[config.mk]
export PLATFORM = sky130hd
export DESIGN_NAME = stepper_half_step_sequencer
export DESIGN_NICKNAME = d
export VERILOG_FILES = /design/src/rtl/stp_pkg.sv /design/src/rtl/stp_in_stage.sv /design/src/rtl/stp_core.sv /design/src/rtl/stepper_half_step_sequencer.sv
export SDC_FILE = /design/constraint.sdc
export NUM_CORES = 1
export LEC_CHECK = 0
export BUFFER_PORTS_ARGS = -buffer_cell sky130_fd_sc_hd__clkbuf_2
export CORE_AREA = 2 2 70 138
export CTS_BUF_LIST = sky130_fd_sc_hd__clkbuf_4
export CTS_CLUSTER_DIAMETER = 60
export DETAILED_ROUTE_END_ITERATION = 10
export DIE_AREA = 0 0 72 140
export PLACE_DENSITY = 0.61
export SLEW_MARGIN = 20
export SYNTH_ARGS = -nofsm -noshare
export SYNTH_HDL_FRONTEND = slang
export SYNTH_HIERARCHICAL = 1
export SYNTH_SLANG_ARGS = --single-unit
export TNS_END_PERCENT = 50
[constraint.sdc]
create_clock -name aclk -period 4.2 [get_ports aclk]
set_clock_uncertainty 0.15 [all_clocks]
set_input_delay 0.21 -clock aclk [delete_from_list [all_inputs] [get_ports aclk]]
set_output_delay 0.21 -clock aclk [all_outputs]
set_load 0.005 [all_outputs]
[src/rtl/stp_pkg.sv]
// shared types, constants and lookup functions for the half-step stepper sequencer
package stp_pkg;

    // field widths
    localparam int ANGLE_W = 16;
    localparam int RPM_W   = 8;
    localparam int PHASE_W = 4;
    localparam int INDEX_W = 3;
    localparam int COILS_W = 4;

    // default and range of the degrees-per-sequence setting
    localparam int DEGREES_PER_SEQUENCE_DEF = 1;
    localparam int DEGREES_PER_SEQUENCE_MAX = 360;

    // phase time limits in milliseconds
    localparam logic [PHASE_W-1:0] PHASE_MS_STOPPED = 4'd15;
    localparam logic [PHASE_W-1:0] PHASE_MS_FAST    = 4'd1;
    localparam logic [RPM_W-1:0]   RPM_FAST_LIMIT   = 8'd14;

    // last pattern of one sequence
    localparam logic [INDEX_W-1:0] LAST_PHASE = 3'd7;

    // item codes
    typedef enum logic {
        ACT_TICK  = 1'b0,
        ACT_START = 1'b1
    } stp_action_t;

    // one input item
    typedef struct packed {
        stp_action_t            action;
        logic [ANGLE_W-1:0]     angle;
        logic                   direction;
        logic [RPM_W-1:0]       rpm;
    } stp_item_t;

    // phase time from speed: floor(60000 / (4096 * rpm)) for rpm 1..14
    function automatic logic [PHASE_W-1:0] phase_time_of(input logic [RPM_W-1:0] rpm);
        logic [PHASE_W-1:0] ms;
        begin
            if (rpm == '0) begin
                ms = PHASE_MS_STOPPED;
            end else if (rpm > RPM_FAST_LIMIT) begin
                ms = PHASE_MS_FAST;
            end else begin
                case (rpm)
                    8'd1:    ms = 4'd14;
                    8'd2:    ms = 4'd7;
                    8'd3:    ms = 4'd4;
                    8'd4:    ms = 4'd3;
                    8'd5:    ms = 4'd2;
                    8'd6:    ms = 4'd2;
                    8'd7:    ms = 4'd2;
                    default: ms = PHASE_MS_FAST;
                endcase
            end
            return ms;
        end
    endfunction

    // coil pattern, bit 0 = A .. bit 3 = D
    function automatic logic [COILS_W-1:0] coil_pattern(input logic acw,
                                                       input logic [INDEX_W-1:0] idx);
        logic [COILS_W-1:0] p;
        begin
            if (acw) begin
                case (idx)
                    3'd0:    p = 4'h1;
                    3'd1:    p = 4'h3;
                    3'd2:    p = 4'h2;
                    3'd3:    p = 4'h6;
                    3'd4:    p = 4'h4;
                    3'd5:    p = 4'hC;
                    3'd6:    p = 4'h8;
                    default: p = 4'h9;
                endcase
            end else begin
                case (idx)
                    3'd0:    p = 4'h9;
                    3'd1:    p = 4'h8;
                    3'd2:    p = 4'hC;
                    3'd3:    p = 4'h4;
                    3'd4:    p = 4'h6;
                    3'd5:    p = 4'h2;
                    3'd6:    p = 4'h3;
                    default: p = 4'h1;
                endcase
            end
            return p;
        end
    endfunction

endpackage

[src/rtl/stp_in_stage.sv]
// input register stage holding one accepted item
module stp_in_stage
    import stp_pkg::*;
(
    input  logic      aclk,
    input  logic      aresetn,
    input  logic      s_valid,
    output logic      s_ready,
    input  stp_item_t s_item,
    input  logic      take,
    output logic      item_valid,
    output stp_item_t item
);

    logic      valid_reg;
    logic      valid_next;
    stp_item_t item_reg;

    // free when empty or when the held item moves on this cycle
    assign s_ready    = !valid_reg || take;
    assign valid_next = (s_valid && s_ready) ? 1'b1 : (take ? 1'b0 : valid_reg);

    // valid flag and payload
    always_ff @(posedge aclk) begin
        if (!aresetn) begin
            valid_reg <= 1'b0;
        end else begin
            valid_reg <= valid_next;
        end
        if (s_valid && s_ready) begin
            item_reg <= s_item;
        end
    end

    assign item_valid = valid_reg;
    assign item       = item_reg;

endmodule

[src/rtl/stp_core.sv]
// motion state, next-state logic and result register
module stp_core
    import stp_pkg::*;
#(
    parameter int DEGREES_PER_SEQUENCE = DEGREES_PER_SEQUENCE_DEF
)
(
    input  logic               aclk,
    input  logic               aresetn,
    input  logic               item_valid,
    input  stp_item_t          item,
    output logic               take,
    output logic               m_valid,
    input  logic               m_ready,
    output logic [COILS_W-1:0] coils,
    output logic               busy
);

    // exact division by a constant through a reciprocal multiply
    localparam int DIV_SHIFT = ANGLE_W + $clog2(DEGREES_PER_SEQUENCE);
    localparam longint unsigned DIV_MULT =
        ((64'd1 << DIV_SHIFT) + DEGREES_PER_SEQUENCE - 1) / DEGREES_PER_SEQUENCE;
    localparam int MULT_W = ANGLE_W + 1;
    localparam int PROD_W = DIV_SHIFT + ANGLE_W;

    logic [ANGLE_W-1:0] seq_left_reg,  seq_left_next;
    logic [INDEX_W-1:0] phase_idx_reg, phase_idx_next;
    logic [PHASE_W-1:0] time_left_reg, time_left_next;
    logic [PHASE_W-1:0] reload_reg,    reload_next;
    logic               acw_reg,       acw_next;
    logic               moving_reg,    moving_next;
    logic               out_valid_reg, out_valid_next;
    logic [COILS_W-1:0] coils_reg,     coils_next;
    logic               busy_reg;

    logic [MULT_W-1:0]  div_mult;
    logic [PROD_W-1:0]  div_prod;
    logic [ANGLE_W-1:0] seq_count;
    logic [PHASE_W-1:0] time_dec;
    logic [ANGLE_W-1:0] seq_dec;

    // item moves to the result register when that is free or being emptied
    assign take = item_valid && (!out_valid_reg || m_ready);

    assign div_mult  = MULT_W'(DIV_MULT);
    assign div_prod  = PROD_W'(item.angle) * PROD_W'(div_mult);
    assign seq_count = div_prod[DIV_SHIFT +: ANGLE_W];

    // next motion state for the item in the input register
    always_comb begin
        seq_left_next  = seq_left_reg;
        phase_idx_next = phase_idx_reg;
        time_left_next = time_left_reg;
        reload_next    = reload_reg;
        acw_next       = acw_reg;
        moving_next    = moving_reg;
        time_dec       = (time_left_reg != '0) ? time_left_reg - 1'b1 : time_left_reg;
        seq_dec        = (seq_left_reg != '0) ? seq_left_reg - 1'b1 : seq_left_reg;
        if (item.action == ACT_START) begin
            if (!moving_reg && seq_count != '0) begin
                seq_left_next  = seq_count;
                phase_idx_next = '0;
                reload_next    = phase_time_of(item.rpm);
                time_left_next = phase_time_of(item.rpm);
                acw_next       = item.direction;
                moving_next    = 1'b1;
            end
        end else if (moving_reg) begin
            time_left_next = time_dec;
            if (time_dec == '0) begin
                time_left_next = reload_reg;
                if (phase_idx_reg == LAST_PHASE) begin
                    phase_idx_next = '0;
                    seq_left_next  = seq_dec;
                    if (seq_dec == '0) begin
                        moving_next    = 1'b0;
                        time_left_next = '0;
                    end
                end else begin
                    phase_idx_next = phase_idx_reg + 1'b1;
                end
            end
        end
        coils_next = moving_next ? coil_pattern(acw_next, phase_idx_next) : '0;
    end

    assign out_valid_next = take ? 1'b1 : (m_ready ? 1'b0 : out_valid_reg);

    // state and result register
    always_ff @(posedge aclk) begin
        if (!aresetn) begin
            seq_left_reg  <= '0;
            phase_idx_reg <= '0;
            time_left_reg <= '0;
            reload_reg    <= '0;
            acw_reg       <= 1'b0;
            moving_reg    <= 1'b0;
            out_valid_reg <= 1'b0;
        end else begin
            out_valid_reg <= out_valid_next;
            if (take) begin
                seq_left_reg  <= seq_left_next;
                phase_idx_reg <= phase_idx_next;
                time_left_reg <= time_left_next;
                reload_reg    <= reload_next;
                acw_reg       <= acw_next;
                moving_reg    <= moving_next;
            end
        end
        if (take) begin
            coils_reg <= coils_next;
            busy_reg  <= moving_next;
        end
    end

    assign m_valid = out_valid_reg;
    assign coils   = coils_reg;
    assign busy    = busy_reg;

endmodule

[src/rtl/stepper_half_step_sequencer.sv]
// top level of the four-coil half-step stepper sequencer
//
// Input channel (s_valid/s_ready): each item is either a 1 ms tick
// (s_action = 0) or a start command (s_action = 1) carrying angle,
// direction and rpm. A start is taken only while idle; a start during a
// move is ignored but still answered. The sequence count is angle divided
// by DEGREES_PER_SEQUENCE; each sequence steps through eight half-step
// coil patterns, each held for a phase time in ms set by the speed.
// Result channel (m_valid/m_ready): one item per input item, giving the
// coil levels and the busy flag as they stand after that input item.
// The accepted item sits in the input register, then passes the next-state
// logic into the result register once that is free. Throughput is one item
// per cycle while m_ready stays high; the motion state is updated once per
// item in a single pass, so consecutive items never wait on each other.
// When the receiver stalls, the result register holds and the input
// register still takes one more item; s_ready drops once both are full.
// Synchronous active-low reset leaves the block idle and both registers
// empty; the coil levels and busy flag of the result are not reset.
module stepper_half_step_sequencer
    import stp_pkg::*;
#(
    parameter int DEGREES_PER_SEQUENCE = DEGREES_PER_SEQUENCE_DEF
)
(
    input  logic               aclk,
    input  logic               aresetn,
    input  logic               s_valid,
    output logic               s_ready,
    input  logic               s_action,
    input  logic [ANGLE_W-1:0] s_angle,
    input  logic               s_direction,
    input  logic [RPM_W-1:0]   s_rpm,
    output logic               m_valid,
    input  logic               m_ready,
    output logic               m_coil_a,
    output logic               m_coil_b,
    output logic               m_coil_c,
    output logic               m_coil_d,
    output logic               m_busy_res
);

    stp_item_t          s_item;
    stp_item_t          item;
    logic               item_valid;
    logic               take;
    logic [COILS_W-1:0] coils;

    // pack the input fields
    assign s_item.action    = stp_action_t'(s_action);
    assign s_item.angle     = s_angle;
    assign s_item.direction = s_direction;
    assign s_item.rpm       = s_rpm;

    stp_in_stage u_in_stage (
        .aclk       (aclk),
        .aresetn    (aresetn),
        .s_valid    (s_valid),
        .s_ready    (s_ready),
        .s_item     (s_item),
        .take       (take),
        .item_valid (item_valid),
        .item       (item)
    );

    stp_core #(
        .DEGREES_PER_SEQUENCE (DEGREES_PER_SEQUENCE)
    ) u_core (
        .aclk       (aclk),
        .aresetn    (aresetn),
        .item_valid (item_valid),
        .item       (item),
        .take       (take),
        .m_valid    (m_valid),
        .m_ready    (m_ready),
        .coils      (coils),
        .busy       (m_busy_res)
    );

    // unpack the coil levels
    assign m_coil_a = coils[0];
    assign m_coil_b = coils[1];
    assign m_coil_c = coils[2];
    assign m_coil_d = coils[3];

endmodule

==> impl_results.md <==
- Status: finished clean
- CP Max Fanout: 6
- Yosys top cell area share: 26.4%
- TritonCTS clock tree: done
- Vias: 3,112
- PwrDens: roughly 360 nW/um^2
- Largest net degree at the start of global routing: 37
- Clock power share: between 20% and 30%
- Synth area leader: edfxtp_1
- Cell count after synthesis: around 380
- Routed vias/inst: around 5.7
- Final min period: about 3.5 ns
- Final hold violation count: 0
- Clock slew at reported path FFs: around 0.11 ns
- Die area: ~10,000 um^2
- Layout cells sized above 1: 18.1%
- Switching pwr: about 0.0005 W
- Post-route setup TNS: 0 ns
- Root Driver: clkbuf_4
- First-pass GRT wire length: 14.6 mm
- Crit path DAT: about 3.5 ns
- Ys Warns: 6
- RR Startpoint: u_core/seq_left_reg[0]
- Mean Syn Cell Area: a little over 9 um^2
- Register Area: approximately 1600 um^2
- RSZ-0062 raised after global routing: false
- Footprint of the multi-input gates: 1840 um^2
- Leak: about 1.6 nW
- CTS sink count: 62
- Worst skew pair latency: 0.42 ns
- Core area: around 9000 um^2
- GP Congestion: 0.867
- Post-route insts no fill: 550
- Grt total ovfl: 0
- Drt drc: 0
- Placement Setup Slack: 0.800 ns
- Reg-to-reg slack, setup: 0.68 ns
- Port Buffer Count: 36
- Pint: 0.000996 W
- Final ANT Viol Nets: 0
- Number of synthesized flops with an enable pin: 31
- Worst rel slew slack: a little over two fifths
- # IOs: 37
- Seq cells post-synth: 62
- Final wirelength: 8.86 mm
- Sequential fraction of the synthesis area: 44.0%
- Setup ws final: between 0.6 and 0.7 ns
- Chip height: about 140 um
- Critical Path Start Type: flop
- Fillers: roughly 880
- Hold slack: roughly 0.32 ns
- # hold bufs at CTS: 28
- Sw frac: about a third
- Initial antenna violation count: 1
- Vias in the first global route: 3,110
- Syn nets: approximately 420
- Hold WC Path Type: primary input to flop
- Max reg flops: 26
- Sequential share of power: 47.2%
- Num rows: between 40 and 50
- CTS resizes: 0
- Post-DR wirelength/cell: approximately 16 um
- Reg2Reg Depth: 9
- GRT Total Usage: between 10% and 20%
- Peak VDD IR: 0.284 mV
- HPWL after detailed placement: about 6.2 mm
- Setup Viol. Count Final: 0
- Post-Synthesis Cell Area: 3520 um^2
- DP Cell Count: between 500 and 600
- Post-CTS Setup Inserts: 0
- Die X: 72 um
- H-tree levels: 3
- Slew Viols, Final: 0
- Max Cap Viol: 0
- Nets@finish: 477
- Crit. End Element: flop
- FMAX: roughly 280 MHz
- Gate power share: between 20% and 30%
- Synth Flop Type: edfxtp_1
- Async set-reset flop share out of synthesis: 0%
- WS Path Type: flop to flop
- First-pass DRT Iterations: 4
- Worst Setup SP: u_core/seq_left_reg[0]
- Clk buf depth: 2
- Required @ worst endpoint: about 4.2 ns
- Worst R2R End: u_core/coils[0]
- Area growth, synth to finish: 18.3%
- Least-Margin Pin Slew: ~0.84 ns
- Cell variety after synth: 68
- Synth top cells by count: 43 x nand2_1, 36 x nor2_1, 31 x dfxtp_1, 31 x edfxtp_1, 27 x o21ai_0
- Top-count cell post-synth: nand2_1
- Initial core utilization: approximately two fifths
- CP endpoint: u_core/coils[0]
- Period utilisation layout: between 80% and 90%
- CTS buffer count: 9
- Synth area leaders: edfxtp_1 26%, dfxtp_1 18%, nand2_1 4.6%, nor2_1 3.8%, o21ai_0 3.8%
- Initial DRC Count: 129
==> power by group through the flow <==
| stage | clock [W] | combinational, W | sequential, W |
|---|---|---|---|
| after floorplan | 0 | 0.000322 | 0.000710 |
| after global placement | 0 | 0.000407 | 0.000723 |
| after detailed placement | 0 | 0.000410 | 0.000725 |
| after CTS | 0.000368 | 0.000433 | 0.000711 |
| after global routing | 0.000390 | 0.000483 | 0.000717 |
| final | 0.000355 | 0.000439 | 0.000711 |
==> area by class of cell <==
cell class | instances | area share (%)
Multi-Input combinational cell | 288 | 44.1
Sequential cell | 62 | 37.2
Timing Repair Buffer | 68 | 11.8
Tap cell | 102 | 3.06
Clock buffer | 11 | 1.98
Inverter | 13 | 1.17
Clock inverter | 5 | 0.660
Antenna cell | 1 | 0.0600
==> how the worst min path moves through the flow <==
stage,from,to,slack (ns),depth (start not counted)
after global placement,s_angle[4],u_in_stage/item[13],0.24,1
final,aresetn,u_core/phase_idx_reg[0],0.32,2
after detailed placement,s_angle[10],u_in_stage/item[19],0.24,1
after floorplan,s_rpm[0],u_in_stage/item[0],0.16,0
after CTS,aresetn,u_core/phase_idx_reg[0],0.31,2
after global routing,s_rpm[4],u_in_stage/item[4],0.33,2
==> worst max-delay path, cell delays in order, from the launching register on <==
cell	delay, ns
dfxtp_1	0.36
inv_1	0.11
ha_1	0.24
or3b_2	0.52
nor4_1	0.55
mux2i_1	0.26
nand4_1	0.14
nor4_1	0.44
and4_1	0.40
nor3_1	0.08
==> metal layers <==
layer	vias up	part of all wire (%)	GRT usage, %	wire length, um
li1	1556	-	-	-
met2	73	54	32.5	4750
met4	0	3.5	10.8	308
met5	-	0	0	0
met3	22	3.1	3.67	276
met1	1461	40	19.9	3520
==> kinds of logic (layout without fill, tap and decap cells) <==
| group | after synthesis | after routing | synth area share (%) |
|---|---|---|---|
| and+or+nand+nor | 161 | 161 | 24.7 |
| AOI/OAI and AO/OA | 103 | 103 | 20.0 |
| DFF | 62 | 62 | 44.0 |
| buffers and inverters | 32 | 97 | 3.80 |
| muxes | 17 | 17 | 5.22 |
| adders and majority gates | 5 | 5 | 1.77 |
| xor gates and xnor gates | 2 | 2 | 0.497 |
| other | 0 | 1 | 0 |
==> layout by cell type, fill, tap and decap left out, types with 5 or more instances in the layout <==
cell           synthesis  layout
nand2_1               43      43
clkbuf_2               1      36
nor2_1                36      36
dfxtp_1               31      31
edfxtp_1              31      31
dlygate4sd3_1          0      28
o21ai_0               27      27
a21oi_1               16      16
inv_1                 13      13
a21boi_0              12      12
clkbuf_4               0      11
nor3_1                11      11
nand3_1               11      11
nor4_1                10      10
mux2i_1                9       9
a31oi_1                7       7
mux2_2                 7       7
nor2b_1                6       6
nand4_1                6       6
a211oi_1               5       5
o211a_1                5       5
ha_1                   5       5
==> per-stage QoR <==
| stage | utilization, % | instance area [um^2] | total power [W] |
|---|---|---|---|
| floorplan | - | 3520 | 0.00103 |
| global placement | 41.9 | 3780 | 0.00113 |
| detailed placement | 41.9 | 3780 | 0.00113 |
| CTS | 46.2 | 4170 | 0.00151 |
| global route | 46.3 | 4170 | 0.00159 |
| finish | 46.3 | 4170 | 0.00150 |
Power figures use the tool's default switching activity.
